--- config.mk ---
export PLATFORM = sky130hd
export DESIGN_NAME = graph6_edge_decoder_core
export DESIGN_NICKNAME = d
export VERILOG_FILES = /design/src/rtl/g6ed_pkg.sv /design/src/rtl/g6ed_body.sv /design/src/rtl/graph6_edge_decoder_core.sv
export VERILOG_INCLUDE_DIRS = /design/src /design/src/rtl
export SDC_FILE = /design/constraint.sdc
export NUM_CORES = 1
export LEC_CHECK = 0
export BUFFER_PORTS_ARGS = -buffer_cell sky130_fd_sc_hd__buf_2
export CORE_AREA = 5 5 115 117
export DETAILED_ROUTE_END_ITERATION = 16
export DIE_AREA = 0 0 120 122
export HOLD_SLACK_MARGIN = 0.08
export PLACE_DENSITY = 0.79
export RECOVER_POWER = 25
export SLEW_MARGIN = 20
export SYNTH_ARGS = -nofsm -noshare
export SYNTH_HDL_FRONTEND = slang
export SYNTH_SLANG_ARGS = --single-unit
--- constraint.sdc ---
create_clock -name clk_i -period 7.9 [get_ports clk_i]
set_clock_uncertainty 0.2 [all_clocks]
set_input_delay 0.395 -clock clk_i [delete_from_list [all_inputs] [get_ports clk_i]]
set_output_delay 0.395 -clock clk_i [all_outputs]
set_load 0.01 [all_outputs]
--- src/rtl/assert_macros.svh ---
// assertion helpers used by graph6_edge_decoder_core
// no dependencies; include by bare file name
`ifndef ASSERT_MACROS_SVH
`define ASSERT_MACROS_SVH

// same-cycle implication, disabled while reset is asserted
`define G6_ASSERT_IMPLIES(label, clk, rst_n, ante, cons) \
  label: assert property (@(posedge clk) disable iff (!(rst_n)) (ante) |-> (cons)) \
    else $error("assertion failed: same-cycle implication");

// next-cycle implication, disabled while reset is asserted
`define G6_ASSERT_NEXT(label, clk, rst_n, ante, cons) \
  label: assert property (@(posedge clk) disable iff (!(rst_n)) (ante) |=> (cons)) \
    else $error("assertion failed: next-cycle implication");

`endif

--- src/rtl/g6ed_pkg.sv ---
// shared types and constants of the graph6 edge decoder
// used by g6ed_body and graph6_edge_decoder_core
package g6ed_pkg;

  localparam int OUT_TDATA_W = 24;

  typedef enum logic [1:0] {
    KIND_EDGE  = 2'd0,
    KIND_COUNT = 2'd1,
    KIND_DONE  = 2'd2,
    KIND_ERROR = 2'd3
  } kind_e;

  typedef enum logic [1:0] {
    ERR_NONE       = 2'd0,
    ERR_BAD_BYTE   = 2'd1,
    ERR_TOO_MANY   = 2'd2,
    ERR_NO_NEWLINE = 2'd3
  } err_e;

  localparam logic [7:0] CH_NUL      = 8'd0;
  localparam logic [7:0] CH_NEWLINE  = 8'd10;
  localparam logic [7:0] CH_HEADER   = 8'd62;
  localparam logic [7:0] CH_BIAS     = 8'd63;
  localparam logic [7:0] CH_TILDE    = 8'd126;
  localparam logic [3:0] HEADER_SKIP = 4'd9;
  localparam logic [1:0] SIZE_DIGITS = 2'd2;

  // front end to body unit
  typedef struct packed {
    logic       init;  // new count known, restart row tracking
    logic       load;  // body byte accepted
    logic [5:0] bits;  // six body bits, msb first
    logic [6:0] n;     // vertex count for init
  } g6ed_body_ctl_t;

  // body unit to output register
  typedef struct packed {
    logic       valid;
    logic [5:0] row;
    logic [5:0] col;
    logic       last;
  } g6ed_edge_t;

endpackage

--- src/rtl/g6ed_body.sv ---
// body decoder: shifts out up to six bits of a body byte, one per
// cycle on advance_i, tracking each bit's (row, column); uses g6ed_pkg
module g6ed_body (
  input  logic                     clk_i,
  input  logic                     rst_ni,
  input  g6ed_pkg::g6ed_body_ctl_t ctl_i,
  input  logic                     advance_i,
  output g6ed_pkg::g6ed_edge_t     edge_o,
  output logic                     busy_o
);
  import g6ed_pkg::*;

  logic [10:0] total_q, pos_q, avail;
  logic [6:0]  row_q, nm1;
  logic [5:0]  col_q, sh_q, mask;
  logic [2:0]  cnt_q, cap;
  logic [13:0] prod;
  logic        step;

  always_comb begin
    // only bits below n(n-1)/2 are looked at
    avail  = total_q - pos_q;
    cap    = (avail >= 11'd6) ? 3'd6 : avail[2:0];
    mask   = ~(6'h3F >> cap);
    nm1    = (ctl_i.n == 7'd0) ? 7'd0 : ctl_i.n - 7'd1;
    prod   = 14'(ctl_i.n) * 14'(nm1);
    step   = (cnt_q != 3'd0) && advance_i;
    busy_o = (cnt_q != 3'd0);
    edge_o.valid = step && sh_q[5];
    edge_o.row   = row_q[5:0];
    edge_o.col   = col_q;
    edge_o.last  = (sh_q[4:0] == 5'd0);
  end

  always_ff @(posedge clk_i or negedge rst_ni) begin
    if (!rst_ni) begin
      total_q <= '0;
      pos_q   <= '0;
      row_q   <= 7'd1;
      col_q   <= '0;
      sh_q    <= '0;
      cnt_q   <= '0;
    end else if (ctl_i.init) begin
      total_q <= prod[11:1];
      pos_q   <= '0;
      row_q   <= 7'd1;
      col_q   <= '0;
      cnt_q   <= '0;
    end else if (ctl_i.load) begin
      sh_q  <= ctl_i.bits & mask;
      cnt_q <= cap;
    end else if (step) begin
      sh_q  <= {sh_q[4:0], 1'b0};
      cnt_q <= cnt_q - 3'd1;
      pos_q <= pos_q + 11'd1;
      // end of a row: column wraps and the row grows by one
      if (7'(col_q) + 7'd1 == row_q) begin
        row_q <= row_q + 7'd1;
        col_q <= '0;
      end else begin
        col_q <= col_q + 6'd1;
      end
    end
  end

endmodule

--- src/rtl/graph6_edge_decoder_core.sv ---
// graph6 edge decoder top level: byte stream in, edge/count/status words out
// uses g6ed_pkg, g6ed_body and assert_macros.svh
//
// Feed one graph6 line, one byte per input word. An optional '>' header of
// ten bytes is skipped, then the vertex count is read from one size byte or
// from '~' and three digits; counts above MAX_VERTICES give an error word.
// Each body byte yields one edge word per set bit, row above column, with
// tlast on the final word a byte causes; a newline gives a done word with
// the count. A body byte is accepted, then the body unit shifts out its
// bits still below n(n-1)/2, up to six, serially; the next byte is taken
// once that shift is done. A full output register that is not taken
// stalls the shift.
module graph6_edge_decoder_core #(
  parameter int MAX_VERTICES = 64
) (
  input  logic                               clk_i,
  input  logic                               rst_ni,
  input  logic                               s_axis_tvalid,
  output logic                               s_axis_tready,
  input  logic [7:0]                         s_axis_tdata,  // [7:0] character
  output logic                               m_axis_tvalid,
  input  logic                               m_axis_tready,
  // [5:0] edge_row, [11:6] edge_column, [18:12] vertex_count,
  // [20:19] error_code, [23:21] zero
  output logic [g6ed_pkg::OUT_TDATA_W-1:0]   m_axis_tdata,
  output logic [1:0]                         m_axis_tuser,  // [1:0] result_kind
  output logic                               m_axis_tlast   // last
);
  import g6ed_pkg::*;

  typedef enum logic [2:0] {
    PH_START, PH_HEADER, PH_SIZE, PH_TILDE, PH_DIGITS, PH_BODY, PH_DROP
  } phase_e;

  phase_e         phase_q, phase_d;
  logic [3:0]     hdr_q, hdr_d;
  logic [17:0]    sv_q, sv_d, cand_n;
  logic [1:0]     dig_q, dig_d;
  logic [6:0]     vert_q, vert_d;

  logic           out_valid_q;
  kind_e          kind_q, res_kind;
  err_e           err_q, res_err;
  logic [5:0]     row_q, col_q;
  logic [6:0]     vc_q, res_vc;
  logic           last_q;
  logic           res_valid;

  logic           s_fire, out_free, printable, early, take_count;
  logic [7:0]     ch;
  logic [5:0]     d6;
  g6ed_body_ctl_t ctl;
  g6ed_edge_t     edge_w;
  logic           body_busy;

  assign ch        = s_axis_tdata;
  assign d6        = 6'(ch - CH_BIAS);
  assign printable = (ch >= CH_BIAS) && (ch <= CH_TILDE);
  assign out_free  = !out_valid_q || m_axis_tready;
  assign s_axis_tready = !body_busy && out_free;
  assign s_fire    = s_axis_tvalid && s_axis_tready;

  always_comb begin
    phase_d    = phase_q;
    hdr_d      = hdr_q;
    sv_d       = sv_q;
    dig_d      = dig_q;
    vert_d     = vert_q;
    res_valid  = 1'b0;
    res_kind   = KIND_ERROR;
    res_err    = ERR_NONE;
    res_vc     = '0;
    early      = 1'b0;
    take_count = 1'b0;
    cand_n     = '0;
    ctl        = '0;
    ctl.bits   = d6;
    if (s_fire) begin
      case (phase_q)
        PH_START: begin
          if (ch == CH_HEADER) begin
            hdr_d   = HEADER_SKIP;
            phase_d = PH_HEADER;
          end else if (!printable) begin
            res_valid = 1'b1;
            res_err   = ERR_BAD_BYTE;
            phase_d   = (ch == CH_NEWLINE) ? PH_START : PH_DROP;
          end else if (ch == CH_TILDE) begin
            phase_d = PH_TILDE;
          end else begin
            take_count = 1'b1;
            cand_n     = 18'(d6);
          end
        end
        PH_HEADER: begin
          if (ch == CH_NEWLINE || ch == CH_NUL) begin
            early = 1'b1;
          end else begin
            hdr_d = hdr_q - 4'd1;
            if (hdr_d == 4'd0) phase_d = PH_SIZE;
          end
        end
        PH_SIZE: begin
          if (!printable) begin
            early = 1'b1;
          end else if (ch == CH_TILDE) begin
            phase_d = PH_TILDE;
          end else begin
            take_count = 1'b1;
            cand_n     = 18'(d6);
          end
        end
        PH_TILDE: begin
          if (!printable) begin
            early = 1'b1;
          end else if (ch == CH_TILDE) begin
            // a second tilde always means a count far too large
            res_valid = 1'b1;
            res_err   = ERR_TOO_MANY;
            phase_d   = PH_DROP;
          end else begin
            sv_d    = 18'(d6);
            dig_d   = SIZE_DIGITS;
            phase_d = PH_DIGITS;
          end
        end
        PH_DIGITS: begin
          if (!printable) begin
            early = 1'b1;
          end else begin
            sv_d  = {sv_q[11:0], d6};
            dig_d = dig_q - 2'd1;
            if (dig_d == 2'd0) begin
              take_count = 1'b1;
              cand_n     = sv_d;
            end
          end
        end
        PH_BODY: begin
          if (ch == CH_NEWLINE) begin
            res_valid = 1'b1;
            res_kind  = KIND_DONE;
            res_vc    = vert_q;
            phase_d   = PH_START;
          end else if (ch == CH_NUL) begin
            res_valid = 1'b1;
            res_err   = ERR_NO_NEWLINE;
            phase_d   = PH_DROP;
          end else begin
            ctl.load = 1'b1;
          end
        end
        PH_DROP: begin
          if (ch == CH_NEWLINE) phase_d = PH_START;
        end
        default: phase_d = PH_START;
      endcase

      // byte not allowed before the count is known
      if (early) begin
        res_valid = 1'b1;
        if (ch == CH_NEWLINE) begin
          res_err = ERR_BAD_BYTE;
          phase_d = PH_START;
        end else if (ch == CH_NUL) begin
          res_err = ERR_NO_NEWLINE;
          phase_d = PH_DROP;
        end else begin
          res_err = ERR_BAD_BYTE;
          phase_d = PH_DROP;
        end
      end

      if (take_count) begin
        res_valid = 1'b1;
        if (cand_n > 18'(MAX_VERTICES)) begin
          res_err = ERR_TOO_MANY;
          phase_d = PH_DROP;
        end else begin
          res_kind = KIND_COUNT;
          res_vc   = cand_n[6:0];
          vert_d   = cand_n[6:0];
          ctl.init = 1'b1;
          ctl.n    = cand_n[6:0];
          phase_d  = PH_BODY;
        end
      end
    end
  end

  g6ed_body u_body (
    .clk_i     (clk_i),
    .rst_ni    (rst_ni),
    .ctl_i     (ctl),
    .advance_i (out_free),
    .edge_o    (edge_w),
    .busy_o    (body_busy)
  );

  always_ff @(posedge clk_i or negedge rst_ni) begin
    if (!rst_ni) begin
      phase_q     <= PH_START;
      hdr_q       <= '0;
      sv_q        <= '0;
      dig_q       <= '0;
      vert_q      <= '0;
      out_valid_q <= 1'b0;
      kind_q      <= KIND_EDGE;
      err_q       <= ERR_NONE;
      row_q       <= '0;
      col_q       <= '0;
      vc_q        <= '0;
      last_q      <= 1'b0;
    end else begin
      phase_q <= phase_d;
      hdr_q   <= hdr_d;
      sv_q    <= sv_d;
      dig_q   <= dig_d;
      vert_q  <= vert_d;
      if (res_valid) begin
        out_valid_q <= 1'b1;
        kind_q      <= (res_err == ERR_NONE) ? res_kind : KIND_ERROR;
        err_q       <= res_err;
        row_q       <= '0;
        col_q       <= '0;
        vc_q        <= res_vc;
        last_q      <= 1'b1;
      end else if (edge_w.valid) begin
        out_valid_q <= 1'b1;
        kind_q      <= KIND_EDGE;
        err_q       <= ERR_NONE;
        row_q       <= edge_w.row;
        col_q       <= edge_w.col;
        vc_q        <= '0;
        last_q      <= edge_w.last;
      end else if (m_axis_tready) begin
        out_valid_q <= 1'b0;
      end
    end
  end

  assign m_axis_tvalid = out_valid_q;
  assign m_axis_tdata  = {3'b000, err_q, vc_q, col_q, row_q};
  assign m_axis_tuser  = kind_q;
  assign m_axis_tlast  = last_q;

`include "assert_macros.svh"

  `G6_ASSERT_IMPLIES(a_busy_in_body, clk_i, rst_ni, body_busy, phase_q == PH_BODY)
  `G6_ASSERT_IMPLIES(a_edge_below_diag, clk_i, rst_ni, m_axis_tvalid && (kind_q == KIND_EDGE), row_q > col_q)
  `G6_ASSERT_NEXT(a_newline_done, clk_i, rst_ni, s_fire && (phase_q == PH_BODY) && (ch == CH_NEWLINE), m_axis_tvalid && (kind_q == KIND_DONE) && last_q)

endmodule
==> flow_metrics.tcl, run 1 <==
set metrics [dict create \
    die_y_um 122 \
    critical_path_arrival_ns 7.32 \
    synth_seq_cells 97 \
    diodes 0 \
    syn2layout_area_growth_pct 8.89 \
    drv_cap 1 \
    grt_first_pass_wirelength_um 28300 \
    hold_slack_ns 0.222 \
    critPathMaxStageDelay_ns 0.53 \
    combPwrFrac_pct 43.4 \
    swShare_pct 40.3 \
    drive_above_1_share_pct 7.34 \
    p_int_mw 1.35 \
    fin_crit_ns 7.26 \
    path_class "in2reg" \
    io_pins 41 \
    cpMostUsedCell "inv_1" \
    crit_required_ns 7.96 \
    antenna_left 0 \
    syn_avg_cell_area_um2 8.85 \
    hpwl_um 12600 \
    ys_seq_area_share_pct 33.6 \
    syn_inst 817 \
    cts_max_level 3 \
    violations "max-capacitance violations, max-slew violations" \
    wl_um 16800 \
    grt_pass1_vias 5948 \
    rows 41 \
    post_cts_buffers 0 \
    drtPass1Iterations 6 \
    cts_buffers 9 \
    drcViolationCount 0 \
    cts-root-buf "clkbuf_16" \
    grt_overflow 0 \
    grt_usage_pct 23.5 \
    drv_slew 79 \
    final_cell_mix "nand2_1, dfrtp_1, nor2_1, inv_1, ha_1" \
    grt_max_degree 79 \
    critPathLaunchType "input pin" \
    tritoncts "built" \
    tightestPinTransition_ns 4.05 \
    p_leak_nw 3.72 \
    power.share.sequential_pct 35.1 \
    fin_ws_ns 0.644 \
    rsz0062_at_grt "false" \
    fin_setup_tns_ns 0 \
    core-area_mm2 0.0123 \
    post-route-period-util_pct 91.9 \
    ys_types 77 \
    viasPerCell 6.05 \
    p_switching_mw 0.915 \
    clock_latency_ns 0.34 \
    routabilityCongestion 0.949 \
    dp_slack_ns 0.363 \
    end_kind "flip-flop" \
    vdd_ir_drop_max_mv 0.154 \
    synthArstFlopShare_pct 100 \
    antenna_found_initial 0 \
    wl_per_cell_um 16.6 \
    status "finished, violations left" \
    hold_viol 0 \
    clkPwrFrac_pct 21.5 \
    timing.slew.headroom_pct -170 \
    floorplan.initialDensity_pct 59.0 \
    final_common_cell "nand2_1" \
    yosysWarnings 0 \
    ys.flop_type "dfrtp_1" \
    min_path_type "in2reg" \
    setup_viol 0 \
    crit_slowest_cell "fa_1" \
    portBuffers 37 \
    drtIter0Drc 561 \
    die-area_mm2 0.0146 \
    fin_nets 940 \
    syn_area_mm2 0.00723 \
    clk_pin_slew_ns 0.07 \
    cts_sinks 97 \
    die_w_um 120 \
    critPathMaxFanout 7 \
    finalPower_mw 2.27 \
    max_clock_freq_mhz 138 \
    num_vias 6095 \
    clk_path_buf_depth 2 \
    final_util_pct 64.2 \
    synth_edf_count 0 \
    powerDensity_mw_per_mm2 288 \
]
==> area by class of cell <==
| class | count | area [um2] |
|---|---|---|
| multi-input combinational | 635 | 4450 |
| clock inverter | 5 | 85.1 |
| inverter | 61 | 229 |
| clock buffer | 11 | 253 |
| timing repair buffer | 49 | 241 |
| fill | 1014 | 4390 |
| sequential | 97 | 2430 |
| tap | 150 | 188 |
==> sequential cells by signal, indices dropped and copies added (netlist names), 7 cells and up <==
signal          cells
vc_q                7
u_body.pos_q       11
u_body.row_q        7
sv_q               12
u_body.total_q     11
vert_q              7
==> synthesized netlist by cell type, types with 3 or more instances <==
library cell	n	area [um2]
clkbuf_1	15	56.3
and2_1	10	62.6
and3_1	9	56.3
o2111ai_1	6	52.6
o41ai_1	3	26.3
buf_4	4	30.0
nor4_1	12	75.1
o21ai_0	49	245
xnor2_1	30	263
dfrtp_1	96	2400
nor2_1	68	255
inv_1	61	229
ha_1	51	638
nand3_1	22	110
or3_1	10	62.6
a31oi_1	3	18.8
mux2i_1	10	100
nand4_1	9	56.3
o21a_1	4	30.0
nand4b_1	4	35.0
a211oi_1	3	22.5
nor3_1	25	125
o2111a_1	3	33.8
nor2b_1	9	56.3
nand2_1	118	443
o31ai_1	6	45.0
o211ai_1	5	37.5
a221o_1	4	40.0
fa_1	24	480
xor2_1	16	140
nand2b_1	9	56.3
a21o_1	8	60.1
a21oi_1	29	145
a22o_1	6	52.6
buf_2	8	40.0
mux2_2	7	78.8
or4_1	3	22.5
a21boi_0	3	22.5
==> logic make-up after synthesis <==
kind of cell | after synthesis | synth area share [%]
compound gates | 165 | 16.0
mux | 17 | 2.47
flops | 97 | 33.6
simple gates | 324 | 21.6
buf+inv | 91 | 5.28
fa+ha+maj | 75 | 15.5
other cells | 2 | 0.104
xor+xnor | 46 | 5.57
==> routing by layer <==
| layer | GRT usage, % | vias to the layer above | share of wire [%] |
|---|---|---|---|
| li1 | - | 2925 | - |
| met1 | 32.1 | 2932 | 45 |
| met2 | 39.3 | 211 | 48 |
| met3 | 3.53 | 27 | 5.3 |
| met4 | 6.44 | 0 | 1.8 |
| met5 | 0 | - | 0 |
==> critical path, delay by kind of cell <==
kind / cells / cell delay (ns)
AO/OA/AOI/OAI: 6 / 1.38
adder cells (fa/ha/maj): 8 / 3.28
XOR/XNOR: 1 / 0.14
buffers and inverters: 6 / 0.47
AND/OR/NAND/NOR: 7 / 1.63
==> worst paths after layout <==
kind	start	endpoint	slack (ns)	cells past startpoint
worst max-delay path	s_axis_tdata[1]	u_body.total_q[10]$_DFFE_PN0P_	0.64	28
worst min-delay path	m_axis_tready	m_axis_tvalid$_DFFE_PN0P_	0.22	3
worst max register to register	phase_q[1]$_DFFE_PN0P_	u_body.total_q[10]$_DFFE_PN0P_	0.80	26
worst min register to register	vert_q[4]$_DFFE_PN0P_	vert_q[4]$_DFFE_PN0P_	0.28	1
max in group asynchronous	rst_ni	u_body.sh_q[1]$_DFFE_PN0P_	2.52	3
min in group asynchronous	rst_ni	u_body.col_q[5]$_DFFE_PN0P_	0.58	2
==> metrics by stage <==
| stage | std cells | cell area [um2] |
|---|---|---|
| after floorplan | 823 | 7250 |
| after global placement | 991 | 7570 |
| after detailed placement | 991 | 7570 |
| after CTS | 1008 | 7910 |
| after global routing | 1008 | 7880 |
| final | 1008 | 7880 |
==> power by group through the flow <==
stage / clock [mW] / combinational [mW] / sequential [mW]
2_1_floorplan: 0 / 0.733 / 0.769
3_3_place_gp: 0 / 0.937 / 0.790
3_5_place_dp: 0 / 0.974 / 0.798
4_1_cts: 0.492 / 0.986 / 0.791
5_1_grt: 0.516 / 1.10 / 0.817
6_report: 0.488 / 0.984 / 0.797
==> what timing repair did <==
action	4_1_cts	5_1_grt
endpoints found under the setup margin	0	0
hold buffers	1	0
gates resized for setup	0	0
endpoints found under the hold margin	19	0
(Power assumes the default switching activity.)
==> run 2: changes to the inputs <==
--- a/config.mk
+++ b/config.mk
@@ -11,8 +11,9 @@
 export DETAILED_ROUTE_END_ITERATION = 16
 export DIE_AREA = 0 0 120 122
 export HOLD_SLACK_MARGIN = 0.08
-export PLACE_DENSITY = 0.79
+export PLACE_DENSITY_LB_ADDON = 0.1
 export RECOVER_POWER = 25
+export SKIP_LAST_GASP = 1
 export SLEW_MARGIN = 20
 export SYNTH_ARGS = -nofsm -noshare
 export SYNTH_HDL_FRONTEND = slang
==> flow_metrics.tcl, run 2 (same netlist as run 1, synthesis figures left out) <==
set metrics [dict create \
    core-area_mm2 0.0123 \
    antenna_left 0 \
    hp-start "m_axis_tready" \
    hpwl_um 12800 \
    hold_path_depth 3 \
    largest_reg_flops 12 \
    critPathLaunchType "input pin" \
    end_kind "flip-flop" \
    r2r-start "phase_q[2]$_DFFE_PN0P_" \
    grt_pass1_vias 5735 \
    post_cts_buffers 0 \
    cts_max_level 3 \
    timing.slew.headroom_pct -45.5 \
    clk_path_buf_depth 2 \
    place_inst 990 \
    cpMostUsedCell "inv_1" \
    drtPass1Iterations 4 \
    wl_per_cell_um 16.9 \
    p_leak_nw 3.72 \
    hold_viol 0 \
    nFillCells 1085 \
    die_w_um 120 \
    cts-root-buf "clkbuf_16" \
    status "finished, violations left" \
    fin_setup_tns_ns 0 \
    clock_latency_ns 0.36 \
    routabilityCongestion 0.910 \
    portBuffers 37 \
    final_util_pct 63.9 \
    final_cells 1007 \
    cts_sinks 97 \
    reg2reg_slack_ns 0.75 \
    regMostFlops "sv_q" \
    vdd_ir_drop_max_mv 0.120 \
    grt_overflow 0 \
    fin_nets 939 \
    post-route-period-util_pct 92.6 \
    cts_buffers 9 \
    violations "max-capacitance violations, max-slew violations" \
    max_clock_freq_mhz 137 \
    grt_max_degree 60 \
    io_pins 41 \
    drv_slew 40 \
    critPathMaxFanout 6 \
    syn2layout_area_growth_pct 8.25 \
    worst_r2r_endpoint "u_body.total_q[10]$_DFFE_PN0P_" \
    rsz0062_at_grt "false" \
    hold_slack_ns 0.222 \
    min_path_type "in2reg" \
    die_y_um 122 \
    crit_path_start "s_axis_tdata[1]" \
    drtIter0Drc 347 \
    worstRegToRegCells 27 \
    diodes 0 \
    critPathMaxStageDelay_ns 0.53 \
    powerDensity_mw_per_mm2 282 \
    floorplan.initialDensity_pct 59.0 \
    num_vias 6005 \
    crit_slowest_cell "a2111oi_0" \
    tritoncts "built" \
    final_cell_mix "nand2_1, dfrtp_1, nor2_1, inv_1, ha_1" \
    top_regs "sv_q: 12 flops, u_body.pos_q: 11 flops, u_body.total_q: 11 flops" \
    critical_path_arrival_ns 7.39 \
    wl_um 17000 \
    hold_end "m_axis_tvalid$_DFFE_PN0P_" \
    drcViolationCount 0 \
    grt_first_pass_wirelength_um 28000 \
    rows 41 \
    grt_usage_pct 23.9 \
    fin_crit_ns 7.31 \
    clk_pin_slew_ns 0.08 \
    final_common_cell "nand2_1" \
    setup_viol 0 \
    drv_cap 1 \
    tightestPinTransition_ns 2.18 \
    path_class "in2reg" \
    antenna_found_initial 0 \
    die-area_mm2 0.0146 \
    crit_required_ns 7.98 \
    viasPerCell 5.96 \
    drive_above_1_share_pct 8.28 \
]
## run 2: per-stage QoR
stage | instance area, um2 | power [mW] | setup slack [ns]
floorplan | 7250 | 1.50 | 0.544
global placement | 7560 | 1.74 | 0.631
detailed placement | 7560 | 1.77 | 0.329
CTS | 7850 | 2.21 | 0.643
global route | 7830 | 2.37 | 0.232
finish | 7830 | 2.21 | 0.586
## run 2: worst max-delay path by stage
stage,end,slack [ns],depth (start not counted)
floorplan,u_body.total_q[10]$_DFFE_PN0P_,0.54,29
global placement,u_body.total_q[10]$_DFFE_PN0P_,0.63,29
detailed placement,u_body.total_q[10]$_DFFE_PN0P_,0.33,29
CTS,u_body.total_q[10]$_DFFE_PN0P_,0.64,29
global route,u_body.total_q[10]$_DFFE_PN0P_,0.23,29
finish,u_body.total_q[10]$_DFFE_PN0P_,0.59,29
## run 2: cell type report
type	count	area, um2	share of cell area [%]
clock inverter	7	60.1	0.767
clock buffer	9	225	2.88
sequential	97	2430	31.0
inverter	61	229	2.92
tap	150	188	2.40
timing repair buffer	48	248	3.16
multi-input combinational	635	4450	56.8
## run 2: what timing repair did
item / CTS / global route
setup endpoints to repair: 0 / 0
gates resized for setup: 0 / 0
endpoints found under the hold margin: 37 / 0
hold buffers: 1 / 0
## run 2: power breakdown
part	internal, mW	switching [mW]	total [mW]
clock	0.220	0.214	0.434
sequential	0.649	0.152	0.801
combinational	0.408	0.565	0.973
## run 2: critical path, delay by kind of cell
kind,cells,cell delay [ns]
adders and majority gates,8,3.27
and+or+nand+nor,7,1.58
AOI/OAI and AO/OA,6,1.43
buffers and inverters,7,0.56
xor gates and xnor gates,1,0.14
## run 2: layer usage
layer	vias up	routed length [um]	track usage, %	part of all wire [%]
met5	-	0	0	0
met4	0	349	8.59	2.1
met3	28	716	3.85	4.2
met2	136	8030	39.4	47
met1	2930	7880	32.1	46
li1	2911	-	-	-
